$ cat src/rtl/tcw_pkg.sv
// shared types and constants for the text console writer
package tcw_pkg;

   // screen geometry
   localparam int COLUMNS    = 80;
   localparam int ROWS       = 25;
   localparam int CELL_COUNT = COLUMNS * ROWS;

   // field widths
   localparam int POS_W  = 11;
   localparam int CHAR_W = 8;
   localparam int ATTR_W = 8;
   localparam int CELL_W = CHAR_W + ATTR_W;
   localparam int COL_W  = $clog2(COLUMNS);
   localparam int ROW_W  = $clog2(ROWS + 1);

   // control codes
   localparam logic [CHAR_W-1:0] CODE_CR = 8'd13;
   localparam logic [CHAR_W-1:0] CODE_LF = 8'd10;
   localparam logic [CHAR_W-1:0] CODE_BS = 8'd8;

   localparam logic OP_WRITE = 1'b0;
   localparam logic OP_READ  = 1'b1;

   // register file
   localparam int                CSR_DATA_W      = 32;
   localparam int                CSR_ADDR_W      = 2;
   localparam logic [ATTR_W-1:0] ATTR_RESET      = 8'h07;

   // command queue between front and back
   localparam int QUEUE_DEPTH = 2;
   localparam int QPTR_W      = (QUEUE_DEPTH > 1) ? $clog2(QUEUE_DEPTH) : 1;
   localparam int QCNT_W      = $clog2(QUEUE_DEPTH + 1);

   typedef struct packed {
      logic              op;
      logic [CHAR_W-1:0] char_code;
      logic [POS_W-1:0]  cell_index;
   } req_type;

   typedef struct packed {
      logic [POS_W-1:0]  cursor_pos;
      logic [CHAR_W-1:0] cell_char;
      logic [ATTR_W-1:0] cell_attr;
      logic              scrolled;
   } rsp_type;

   typedef enum logic [2:0] {
      CMD_NONE,
      CMD_PUT,
      CMD_NEWLINE,
      CMD_BACKSPACE,
      CMD_READ,
      CMD_READ_OUT
   } cmd_kind_type;

   typedef struct packed {
      cmd_kind_type      kind;
      logic [CHAR_W-1:0] char_code;
      logic [POS_W-1:0]  cell_index;
   } cmd_type;

   typedef struct packed {
      logic full;
      logic empty;
   } q_status_type;

endpackage

$ cat src/rtl/tcw_cmd_queue.sv
// short command queue between front and back
module tcw_cmd_queue (
   input  logic                  clock,
   input  logic                  reset,
   input  logic                  push,
   input  tcw_pkg::cmd_type      push_cmd,
   input  logic                  pop,
   output tcw_pkg::cmd_type      head_cmd,
   output tcw_pkg::q_status_type q_status
);
   import tcw_pkg::*;

   cmd_type           entry_ff [QUEUE_DEPTH];
   logic [QPTR_W-1:0] wr_ptr_ff;
   logic [QPTR_W-1:0] rd_ptr_ff;
   logic [QCNT_W-1:0] count_ff;

   function automatic logic [QPTR_W-1:0] ptr_next(input logic [QPTR_W-1:0] ptr);
      if (ptr == QPTR_W'(QUEUE_DEPTH - 1)) begin
         return '0;
      end
      return ptr + QPTR_W'(1);
   endfunction

   always_ff @(posedge clock) begin
      if (reset) begin
         wr_ptr_ff <= '0;
         rd_ptr_ff <= '0;
         count_ff  <= '0;
      end else begin
         if (push) begin
            entry_ff[wr_ptr_ff] <= push_cmd;
            wr_ptr_ff           <= ptr_next(wr_ptr_ff);
         end
         if (pop) begin
            rd_ptr_ff <= ptr_next(rd_ptr_ff);
         end
         if (push && !pop) begin
            count_ff <= count_ff + QCNT_W'(1);
         end else if (pop && !push) begin
            count_ff <= count_ff - QCNT_W'(1);
         end
      end
   end

   assign head_cmd       = entry_ff[rd_ptr_ff];
   assign q_status.full  = (count_ff == QCNT_W'(QUEUE_DEPTH));
   assign q_status.empty = (count_ff == '0);

   a_no_overflow: assert property (@(posedge clock) disable iff (reset)
      q_status.full |-> !push)
      else $error("push into full command queue");

   a_no_underflow: assert property (@(posedge clock) disable iff (reset)
      q_status.empty |-> !pop)
      else $error("pop from empty command queue");

   a_count_track: assert property (@(posedge clock) disable iff (reset)
      (push && !pop) |=> (count_ff == $past(count_ff) + QCNT_W'(1)))
      else $error("queue count did not follow a push");

endmodule

$ cat config.mk
export PLATFORM = sky130hd
export DESIGN_NAME = tcw_cmd_queue
export DESIGN_NICKNAME = d
export VERILOG_FILES = /design/src/rtl/tcw_pkg.sv /design/src/rtl/tcw_cmd_queue.sv
export SDC_FILE = /design/constraint.sdc
export NUM_CORES = 1
export LEC_CHECK = 0
export BUFFER_PORTS_ARGS = -buffer_cell sky130_fd_sc_hd__buf_2
export CAP_MARGIN = 25
export CELL_PAD_IN_SITES_DETAIL_PLACEMENT = 1
export CELL_PAD_IN_SITES_GLOBAL_PLACEMENT = 2
export CORE_ASPECT_RATIO = 2
export CORE_UTILIZATION = 24
export CTS_CLUSTER_SIZE = 24
export DETAILED_ROUTE_END_ITERATION = 10
export PLACE_DENSITY = 0.65
export SYNTH_ARGS = -nofsm -noshare
export SYNTH_HDL_FRONTEND = slang
export SYNTH_SLANG_ARGS = --single-unit
$ cat constraint.sdc
create_clock -name clock -period 2.8 [get_ports clock]
set_clock_uncertainty 0.05 [all_clocks]
set_input_delay 0.28 -clock clock [delete_from_list [all_inputs] [get_ports clock]]
set_output_delay 0.28 -clock clock [all_outputs]
set_load 0.02 [all_outputs]
==> impl_metrics.env <==
export IMPL_run_status="complete, no violations"
export IMPL_path_buf_inv=2
export IMPL_ant_nets=0
export IMPL_place_area_um2=2180
export IMPL_viasPerCell=4.02
export IMPL_wl_mm=3.37
export IMPL_max_slew_worst_pin_slew_ns=0.525
export IMPL_hpwl_mm=2.52
export IMPL_gp_congestion=0.575
export IMPL_synth_fp_nets=117
export IMPL_synthCells=90
export IMPL_drv_cap=0
export IMPL_critical_path_max_stage_delay_ns=0.62
export IMPL_grt_usage_pct=9.11
export IMPL_syn_cell_area_um2=1790
export IMPL_finalHoldViolations=0
export IMPL_final_core_util_pct=32.5
export IMPL_start_util_pct=24.8
export IMPL_cp_start_kind="register"
export IMPL_hp_start="push_cmd[13]"
export IMPL_htreeDepth=2
export IMPL_grt_pass1_wl_mm=5.04
export IMPL_drcViolationCount=0
export IMPL_yosysUniqueCellTypes=15
export IMPL_place_ws_ns=0.990
export IMPL_antenna_found_initial=0
export IMPL_finalSetupViolCount=0
export IMPL_grt_max_degree=17
export IMPL_drv_slew=0
export IMPL_vdd_drop_max_mv=0.457
export IMPL_clk_latency_ns=0.28
export IMPL_p_per_area_nw_per_um2=727
export IMPL_clk_pin_slew_ns=0.06
export IMPL_max_freq_mhz=485
export IMPL_setup_ws_ns=0.737
export IMPL_firstDrtPassIters=3
export IMPL_synth_largest_type_area_fraction_pct=73.8
export IMPL_crit_family="flip-flops"
export IMPL_cts_sinks=49
export IMPL_diodes=0
export IMPL_routedWlPerCell_um=14.0
export IMPL_finalCritPeriodShare_pct=73.7
export IMPL_fp_row_count=44
export IMPL_hold_depth=1
export IMPL_cts_setup_buffers=0
export IMPL_ys_ff_latch=49
export IMPL_die_y_um=124
export IMPL_final_nets=175
export IMPL_vias=968
export IMPL_reg2reg_slack_ns=1.23
export IMPL_overflow=0
export IMPL_r2r_end="entry_ff[1][18]"
export IMPL_cts_hold_buffers=0
export IMPL_hold_end="entry_ff[1][13]"
export IMPL_p_leak_nw=0.885
export IMPL_r2r_start="wr_ptr_ff"
export IMPL_setup_tns_ns=0
export IMPL_ios=50
export IMPL_crit_type="register to output port"
export IMPL_synth_warnings=0
export IMPL_area_delta_synth_final_pct=31.0
export IMPL_post_cts_resized=0
export IMPL_crit_chain="buf_4, mux2_2, buf_2"
export IMPL_die_w_um=63.1
export IMPL_cp_end_kind="output port"
export IMPL_min_path_type="primary input to register"
export IMPL_synth_seq_area_share_pct=79.4
export IMPL_r2r_cells=2
export IMPL_cts_buffer_depth=2
export IMPL_drtIter0Drc=21
export IMPL_crit_arrival_ns=1.73
export IMPL_slew_limit_headroom_pct=65.0
export IMPL_cts_root_buffer="clkbuf_16"
export IMPL_layout_min_cycle_time_ns=2.06
export IMPL_cp_max_fo=12
export IMPL_grt_pass1_vias=1081
export IMPL_dieArea_um2=7830
export IMPL_drive_above_1_share_pct=57.0
export IMPL_final_area_um2=2340
export IMPL_cp_slowest_cell="dfxtp_1"
export IMPL_cts_buffers=5
export IMPL_synth_top_area_cell="edfxtp_1"
export IMPL_coreArea_um2=7210
export IMPL_worstPathRequired_ns=2.47
export IMPL_portBuffers=49
export IMPL_rsz0062_at_grt="false"
export IMPL_synth_area_per_cell_um2=19.9
export IMPL_cts_tree="yes"
export IMPL_yosys_top_cells_area="edfxtp_1, mux2_2, dfxtp_1, nor2_1, xnor2_1"
-- logic make-up (layout without fill, tap and decap cells) --
| logic type | count (synthesis) | after routing | share of synthesized area (%) |
|---|---|---|---|
| AOI/OAI and AO/OA | 2 | 2 | 0.559 |
| xor gates and xnor gates | 4 | 4 | 1.96 |
| adders and majority gates | 1 | 1 | 0.699 |
| buffers and inverters | 3 | 62 | 0.769 |
| DFF | 49 | 49 | 79.4 |
| muxes | 22 | 22 | 13.8 |
| and+or+nand+nor | 9 | 9 | 2.80 |
-- worst register-to-register path, cell delays in order, from the launching register on --
cell and delay (ns):
dfxtp_1 0.37, and3b_1 0.52, buf_4 0.32
-- routing by layer --
metal,part of all wire [%],vias up,wire (um),GRT usage [%]
met3,3.8,6,129,1.92
li1,-,455,-,-
met2,63,29,2110,18.3
met4,2.6,0,88,6.25
met1,31,478,1040,7.59
met5,0,-,0,0
-- state kept, by name, summed over array words and instances, names as in the netlist, named ones only --
register / count
entry_ff: 44
count_ff: 2
rd_ptr_ff: 1
wr_ptr_ff: 1
-- cells in the mapped netlist --
| cell | count |
|---|---|
| nor3b_1 | 1 |
| dfxtp_1 | 5 |
| buf_2 | 2 |
| o21ai_0 | 1 |
| mux2_2 | 22 |
| ha_1 | 1 |
| and2b_2 | 1 |
| xnor2_1 | 2 |
| inv_1 | 1 |
| and3b_1 | 1 |
| xor2_1 | 2 |
| a21oi_1 | 1 |
| or3_1 | 1 |
| edfxtp_1 | 44 |
| nor2_1 | 5 |
-- worst max-delay path by stage --
stage          startpoint             end  depth (start not counted)  slack, ns
2_1_floorplan   wr_ptr_ff  entry_ff[0][0]                          1       0.32
3_3_place_gp     register     head_cmd[6]                          3       1.03
3_5_place_dp     register     head_cmd[6]                          3       0.99
4_1_cts          register     head_cmd[6]                          3       0.68
5_1_grt          register     head_cmd[6]                          3       0.61
6_report         register     head_cmd[6]                          3       0.74
-- cell usage in the layout (no fill, tap or decap), drive strengths merged --
master	n
inv	2
or3	1
xnor2	2
edfxtp	44
ha	1
bufinv	1
mux2	22
clkinv	1
xor2	2
dfxtp	5
clkbuf	5
buf	53
and2b	1
o21ai	1
nor2	5
nor3b	1
and3b	1
a21oi	1
-- power breakdown --
part	internal, mW	switching [mW]	total (mW)
sequential	0.833	0.0180	0.851
combinational	0.0819	0.103	0.185
clock	0.422	0.247	0.669
total	1.34	0.368	1.71
-- final cells by class --
type | count | area (um2)
Inverter | 1 | 3.75
Multi-Input combinational cell | 38 | 360
Timing Repair Buffer | 53 | 275
Tap cell | 92 | 115
Sequential cell | 49 | 1420
Fill cell | 772 | 4870
Clock buffer | 5 | 125
Clock inverter | 3 | 43.8
-- through the flow --
stage / hold slack, ns / total power [mW] / std cells
6_report: 0.131 / 1.71 / 241
5_1_grt: 0.123 / 1.77 / 241
4_1_cts: 0.126 / 1.73 / 241
3_5_place_dp: 0.422 / 1.06 / 233
3_3_place_gp: 0.419 / 1.05 / 233
2_1_floorplan: 0.299 / 0.979 / 90
Note: power is estimated with default switching activity, not from simulation.
