[src/rtl/tcw_pkg.sv]
// shared types and constants for the text console writer
package tcw_pkg;

   // screen geometry
   localparam int COLUMNS    = 80;
   localparam int ROWS       = 25;
   localparam int CELL_COUNT = COLUMNS * ROWS;

   // field widths
   localparam int POS_W  = 11;
   localparam int CHAR_W = 8;
   localparam int ATTR_W = 8;
   localparam int CELL_W = CHAR_W + ATTR_W;
   localparam int COL_W  = $clog2(COLUMNS);
   localparam int ROW_W  = $clog2(ROWS + 1);

   // control codes
   localparam logic [CHAR_W-1:0] CODE_CR = 8'd13;
   localparam logic [CHAR_W-1:0] CODE_LF = 8'd10;
   localparam logic [CHAR_W-1:0] CODE_BS = 8'd8;

   localparam logic OP_WRITE = 1'b0;
   localparam logic OP_READ  = 1'b1;

   // register file
   localparam int                CSR_DATA_W      = 32;
   localparam int                CSR_ADDR_W      = 2;
   localparam logic [ATTR_W-1:0] ATTR_RESET      = 8'h07;

   // command queue between front and back
   localparam int QUEUE_DEPTH = 2;
   localparam int QPTR_W      = (QUEUE_DEPTH > 1) ? $clog2(QUEUE_DEPTH) : 1;
   localparam int QCNT_W      = $clog2(QUEUE_DEPTH + 1);

   typedef struct packed {
      logic              op;
      logic [CHAR_W-1:0] char_code;
      logic [POS_W-1:0]  cell_index;
   } req_type;

   typedef struct packed {
      logic [POS_W-1:0]  cursor_pos;
      logic [CHAR_W-1:0] cell_char;
      logic [ATTR_W-1:0] cell_attr;
      logic              scrolled;
   } rsp_type;

   typedef enum logic [2:0] {
      CMD_NONE,
      CMD_PUT,
      CMD_NEWLINE,
      CMD_BACKSPACE,
      CMD_READ,
      CMD_READ_OUT
   } cmd_kind_type;

   typedef struct packed {
      cmd_kind_type      kind;
      logic [CHAR_W-1:0] char_code;
      logic [POS_W-1:0]  cell_index;
   } cmd_type;

   typedef struct packed {
      logic full;
      logic empty;
   } q_status_type;

endpackage

[src/rtl/tcw_front.sv]
// request intake: handshake and classification into back-end commands
module tcw_front (
   input  logic                  req_valid,
   output logic                  req_stall,
   input  tcw_pkg::req_type      req_payload,
   input  tcw_pkg::q_status_type q_status,
   input  logic                  clearing,
   output logic                  push,
   output tcw_pkg::cmd_type      push_cmd
);
   import tcw_pkg::*;

   assign req_stall = q_status.full | clearing;
   assign push      = req_valid & ~req_stall;

   always_comb begin
      push_cmd.char_code  = req_payload.char_code;
      push_cmd.cell_index = req_payload.cell_index;
      if (req_payload.op == OP_READ) begin
         if (req_payload.cell_index < POS_W'(CELL_COUNT)) begin
            push_cmd.kind = CMD_READ;
         end else begin
            push_cmd.kind = CMD_READ_OUT;
         end
      end else begin
         unique case (req_payload.char_code)
            CODE_CR: push_cmd.kind = CMD_NONE;
            CODE_LF: push_cmd.kind = CMD_NEWLINE;
            CODE_BS: push_cmd.kind = CMD_BACKSPACE;
            default: push_cmd.kind = CMD_PUT;
         endcase
      end
   end

endmodule

[config.mk]
export PLATFORM = sky130hd
export DESIGN_NAME = tcw_front
export DESIGN_NICKNAME = d
export VERILOG_FILES = /design/src/rtl/tcw_pkg.sv /design/src/rtl/tcw_front.sv
export SDC_FILE = /design/constraint.sdc
export NUM_CORES = 1
export LEC_CHECK = 0
export ABC_AREA = 1
export BUFFER_PORTS_ARGS = -buffer_cell sky130_fd_sc_hd__buf_2
export CAP_MARGIN = 5
export CORE_AREA = 3 3 40 42
export DETAILED_ROUTE_END_ITERATION = 10
export DIE_AREA = 0 0 43 45
export PLACE_DENSITY = 0.72
export SLEW_MARGIN = 20
export SYNTH_ARGS = -nofsm -noshare
export SYNTH_HDL_FRONTEND = slang
export SYNTH_SLANG_ARGS = --single-unit
[constraint.sdc]
create_clock -name vclk -period 0.8
set_clock_uncertainty 0.15 [all_clocks]
set_input_delay 0.16 -clock vclk [all_inputs]
set_output_delay 0.16 -clock vclk [all_outputs]
set_load 0.01 [all_outputs]
==> flow_summary_export.csv, run 1 <==
group,metric,value,unit
floorplan,ios,48,
pwr,power-per-cell-area,504,nW/µm²
finish,drive_above_1_share,77.8,%
drt,drt_wl_total,660,µm
timing,max_freq,920,MHz
drt,drt_iter0_drc,0,
pwr,p_int,115,µW
finish,area_delta_synth_final,65.8,%
floorplan,die_area,1940,µm²
pwr,p_sw_share,45.7,%
outcome,violations,"negative setup slack",
synthesis,synth_fp_nets,68,
pwr,p_sw,96.6,µW
global_route,antenna_found_initial,0,
timing,setup_ws,-0.287,ns
timing,setup_viol,4,
drt,remaining_drc_errors,0,
timing,worst_slew_pin_slew,0.119,ns
finish,final_area,419,µm²
drt,wire_per_inst,8.46,µm
synthesis,synth_warnings,0,
timing,finalCriticalPeriod,1.09,ns
placement,port_buffers,39,
floorplan,rows,13,
finish,diodes,0,
placement,placed_area,349,µm²
finish,final_cell_mix,"30 x buf_2, 8 x buf_6, 5 x nand2_1",
pwr,clkPwrFrac,0,%
floorplan,die_h,45,µm
timing,hold_viol_final,0,
global_route,grt_pass1_wl,1080,µm
synthesis,syn_inst,44,
floorplan,core,1280,µm²
job,drv_cap,0,
finish,seq_cell_count,0,
placement,gp_congestion,0.660,
placement,place_hpwl,585,µm
critical_path,critPathRequiredTime,0.49,ns
timing,post-route-period-util,136,%
floorplan,die_width,43,µm
synthesis,synth_seq_area_share,0,%
global_route,overflow,0,
critical_path,worstSetupPathType,"in -> out",
pwr,power.total,211,µW
synthesis,avgSynthCellArea,5.74,µm²
timing,max_slew_margin,92.0,%
min_path,hp-class,"in -> out",
pwr,pwr-share-comb,100.0,%
critical_path,worstPathArrival,0.78,ns
global_route,grt_max_degree,5,
drt,vias,299,
critical_path,start_kind,"input pin",
finish,nets,89,
timing,rsz0062_at_grt,"yes",
critical_path,worstPathMaxFanout,2,
pwr,seq_power_share,0,%
synthesis,synth_area,253,µm²
cts,ctsHoldBuffers,0,
global_route,grt_pass1_vias,304,
drt,postRouteAntennaNets,0,
drt,viasPerCell,3.83,
pwr,leakage,0.000246,µW
outcome,status,"finished with violations",
drt,first_pass_iters,1,
timing,slew_viol_final,0,
finish,num-clock-buffers,0,
finish,mostFrequentLayoutCell,"buf_2",
synthesis,ys_types,9,
pwr,max-vdd-ir-drop,0.133,mV
floorplan,start_util,19.7,%
cts,postCtsSetupBuffers,0,
global_route,grt_usage,6.63,%
critical_path,cp-end-kind,"primary output",
finish,register_area,0,µm²
[cells by family (layout without fill, tap and decap cells)]
group / count (synthesis) / after routing / synth area share (%)
and+or+nand+nor: 20 / 20 / 34.7
buffers and inverters: 24 / 43 / 65.3
[routing by layer]
metal / up-vias / wire, µm / GRT usage [%]
met5: - / 0 / 0
met4: 0 / 0 / 0.602
met3: 0 / 134 / 0.797
met2: 33 / 290 / 13.2
met1: 116 / 235 / 7.86
li1: 150 / - / -
[path summary, 6_finish.rpt]
check | slack, ns | endpoint | start | cells past startpoint
setup / recovery | -0.29 | push_cmd[19] | req_payload[16] | 8
hold / removal | 0.17 | push_cmd[1] | req_payload[1] | 0
[cell usage after synthesis (all sizes together)]
| library cell | instances | area, µm² |
|---|---|---|
| nand2 | 8 | 30.0 |
| nor2 | 8 | 35.0 |
| or2 | 1 | 6.26 |
| nand4 | 1 | 6.26 |
| inv | 4 | 15.0 |
| buf | 20 | 150 |
| nor3 | 1 | 5.00 |
| nand3 | 1 | 5.00 |
[area by class of cell]
class / instances / area [µm²]
Fill cell: 138 / 866
Timing Repair Buffer: 39 / 255
Multi-Input combinational cell: 20 / 130
Tap cell: 15 / 18.8
Inverter: 4 / 15.0
[worst max-delay path: stages]
cell and delay, ns:
buf_6 0.10, nor2_4 0.09, nand2_2 0.07, nor2_2 0.07
nand2_1 0.05, nand2_1 0.07, nand2_2 0.05, buf_6 0.11
[through the flow]
stage | setup TNS (ns) | setup WS (ns) | util [%] | hold slack, ns | std cells
detailed placement | -0.962 | -0.327 | 27.2 | 0.170 | 78
CTS | -0.862 | -0.310 | 30.6 | 0.170 | 78
finish | -0.818 | -0.287 | 32.6 | 0.170 | 78
global route | -1.01 | -0.378 | 32.6 | 0.170 | 78
floorplan | -0.135 | -0.0530 | - | 0.203 | 44
global placement | -0.934 | -0.327 | 27.2 | 0.170 | 78
[power groups by stage]
stage          clock network, µW  registers [µW]  logic, µW
2_1_floorplan                  0               0        144
3_3_place_gp                   0               0        176
3_5_place_dp                   0               0        177
4_1_cts                        0               0        200
5_1_grt                        0               0        232
6_report                       0               0        211
[what timing repair did]
action | 4_1_cts | 5_1_grt
setup endpoints to repair | 4 | 4
cloned | 0 | 0
gates resized for setup | 7 | 6
pin swaps | 5 | 3
Power figures use the tool's default switching activity.
==> run 2, diff against run 1 <==
Settings changed: CORE_AREA 3 3 40 42 to 2 2 39 41, DIE_AREA 0 0 43 45 to 0 0 41 43, MAX_ROUTING_LAYER set to met4.
==> run 2 against run 1 <==
Compared with the run above:
- the flow still finishes with violations (negative setup slack)
- combinational power up 2%
- via count grew 3.7%
- power up 2.1%
- die area fell by 8.9%
- first-iteration DRC count is the same
- global-route usage grew 1.1 points
- non-clock buffer count is 1 higher
- critical path type unchanged
==> flow_summary_export.csv, run 2 (synthesis gave the netlist of run 1 again) <==
group,metric,value,unit
outcome,status,"finished with violations",
placement,place_inst,79,
pwr,power-per-cell-area,496,nW/µm²
finish,register_area,0,µm²
drt,first_pass_iters,1,
outcome,violations,"negative setup slack",
finish,mostFrequentLayoutCell,"buf_2",
drt,vias,310,
timing,post-route-period-util,135,%
floorplan,die_area,1760,µm²
pwr,power.total,215,µW
floorplan,die_h,43,µm
timing,worst_slew_pin_slew,0.111,ns
floorplan,rows,14,
drt,drt_iter0_drc,0,
timing,finalCriticalPeriod,1.08,ns
finish,fin_cells,80,
placement,gp_congestion,0.697,
critical_path,critPathBufInv,2,
timing,max_slew_margin,92.6,%
floorplan,ios,48,
critical_path,max_stage_delay,0.11,ns
drt,wire_per_inst,7.69,µm
floorplan,die_width,41,µm
global_route,grt_max_degree,5,
timing,setup_ws,-0.280,ns
critical_path,start_kind,"input pin",
global_route,grt_pass1_vias,286,
global_route,grt_pass1_wl,1000,µm
drt,drt_wl_total,615,µm
placement,place_hpwl,577,µm
timing,whs,0.170,ns
drt,postRouteAntennaNets,0,
finish,diodes,0,
cts,ctsHoldBuffers,0,
placement,dp_slack,-0.330,ns
finish,seq_cell_count,0,
finish,drive_above_1_share,78.1,%
timing,rsz0062_at_grt,"yes",
critical_path,worstPathArrival,0.77,ns
drt,viasPerCell,3.88,
floorplan,start_util,18.3,%
global_route,overflow,0,
critical_path,critPathTopFamily,"simple AND/OR/NAND/NOR gates",
timing,hold_viol_final,0,
placement,port_buffers,39,
job,drv_cap,0,
critical_path,crit_chain,"buf_8, nor2_4, nand2_2, nor2_2, nand2_1, nand2_1, nand2_2, buf_6",
finish,n_fill_cell,152,
finish,area_delta_synth_final,71.8,%
critical_path,cp-end-kind,"primary output",
critical_path,critPathRequiredTime,0.49,ns
global_route,antenna_found_initial,0,
critical_path,worstSetupPathType,"in -> out",
pwr,leakage,0.000252,µW
finish,final_util,31.4,%
timing,max_freq,926,MHz
finish,num-clock-buffers,0,
min_path,hp-class,"in -> out",
critical_path,worstPathMaxFanout,2,
finish,nets,90,
finish,final_cell_mix,"29 x buf_2, 9 x buf_6, 5 x nand2_1",
timing,setup_viol,4,
drt,remaining_drc_errors,0,
floorplan,core,1380,µm²
timing,slew_viol_final,0,
global_route,grt_usage,7.78,%
critical_path,slowest_stage,"buf_6",
pwr,max-vdd-ir-drop,0.131,mV
finish,multi_input_area,130,µm²
[run 2: cell count changes in the layout (fill, tap and decap cells not counted), sizes merged]
cell and delta:
buf +1
[run 2: routing by layer]
metal	GRT usage [%]	share of wire, %	vias to the layer above
met5	-	0	-
met4	0	0	0
met3	0.524	19	0
met2	15.6	48	33
met1	7.91	33	122
li1	-	-	155
[run 2: final timing paths]
| check | from | end | slack, ns | cells past startpoint |
|---|---|---|---|---|
| setup / recovery | req_payload[17] | push_cmd[19] | -0.28 | 8 |
| hold / removal | req_payload[1] | push_cmd[1] | 0.17 | 0 |
[run 2: cell type report]
class                           count  share of cell area [%]
Tap cell                           16                    4.61
Multi-Input combinational cell     20                    30.0
Timing Repair Buffer               40                    62.0
Inverter                            4                    3.46
[run 2: report_power, final]
part	switching [µW]	internal (µW)
clock network	0	0
registers	0	0
logic	96.3	119
total	96.3	119
[run 2: per-stage QoR]
step / setup TNS (ns) / instance area [µm²]
6_report: -0.891 / 434
3_3_place_gp: -0.946 / 350
2_1_floorplan: -0.135 / 285
5_1_grt: -1.04 / 434
3_5_place_dp: -0.967 / 350
4_1_cts: -0.949 / 402
[run 2: timing repair]
action	CTS	global route
endpoints found under the setup margin	4	4
resized for setup	7	7
setup buffers	1	0
pin swaps	8	7
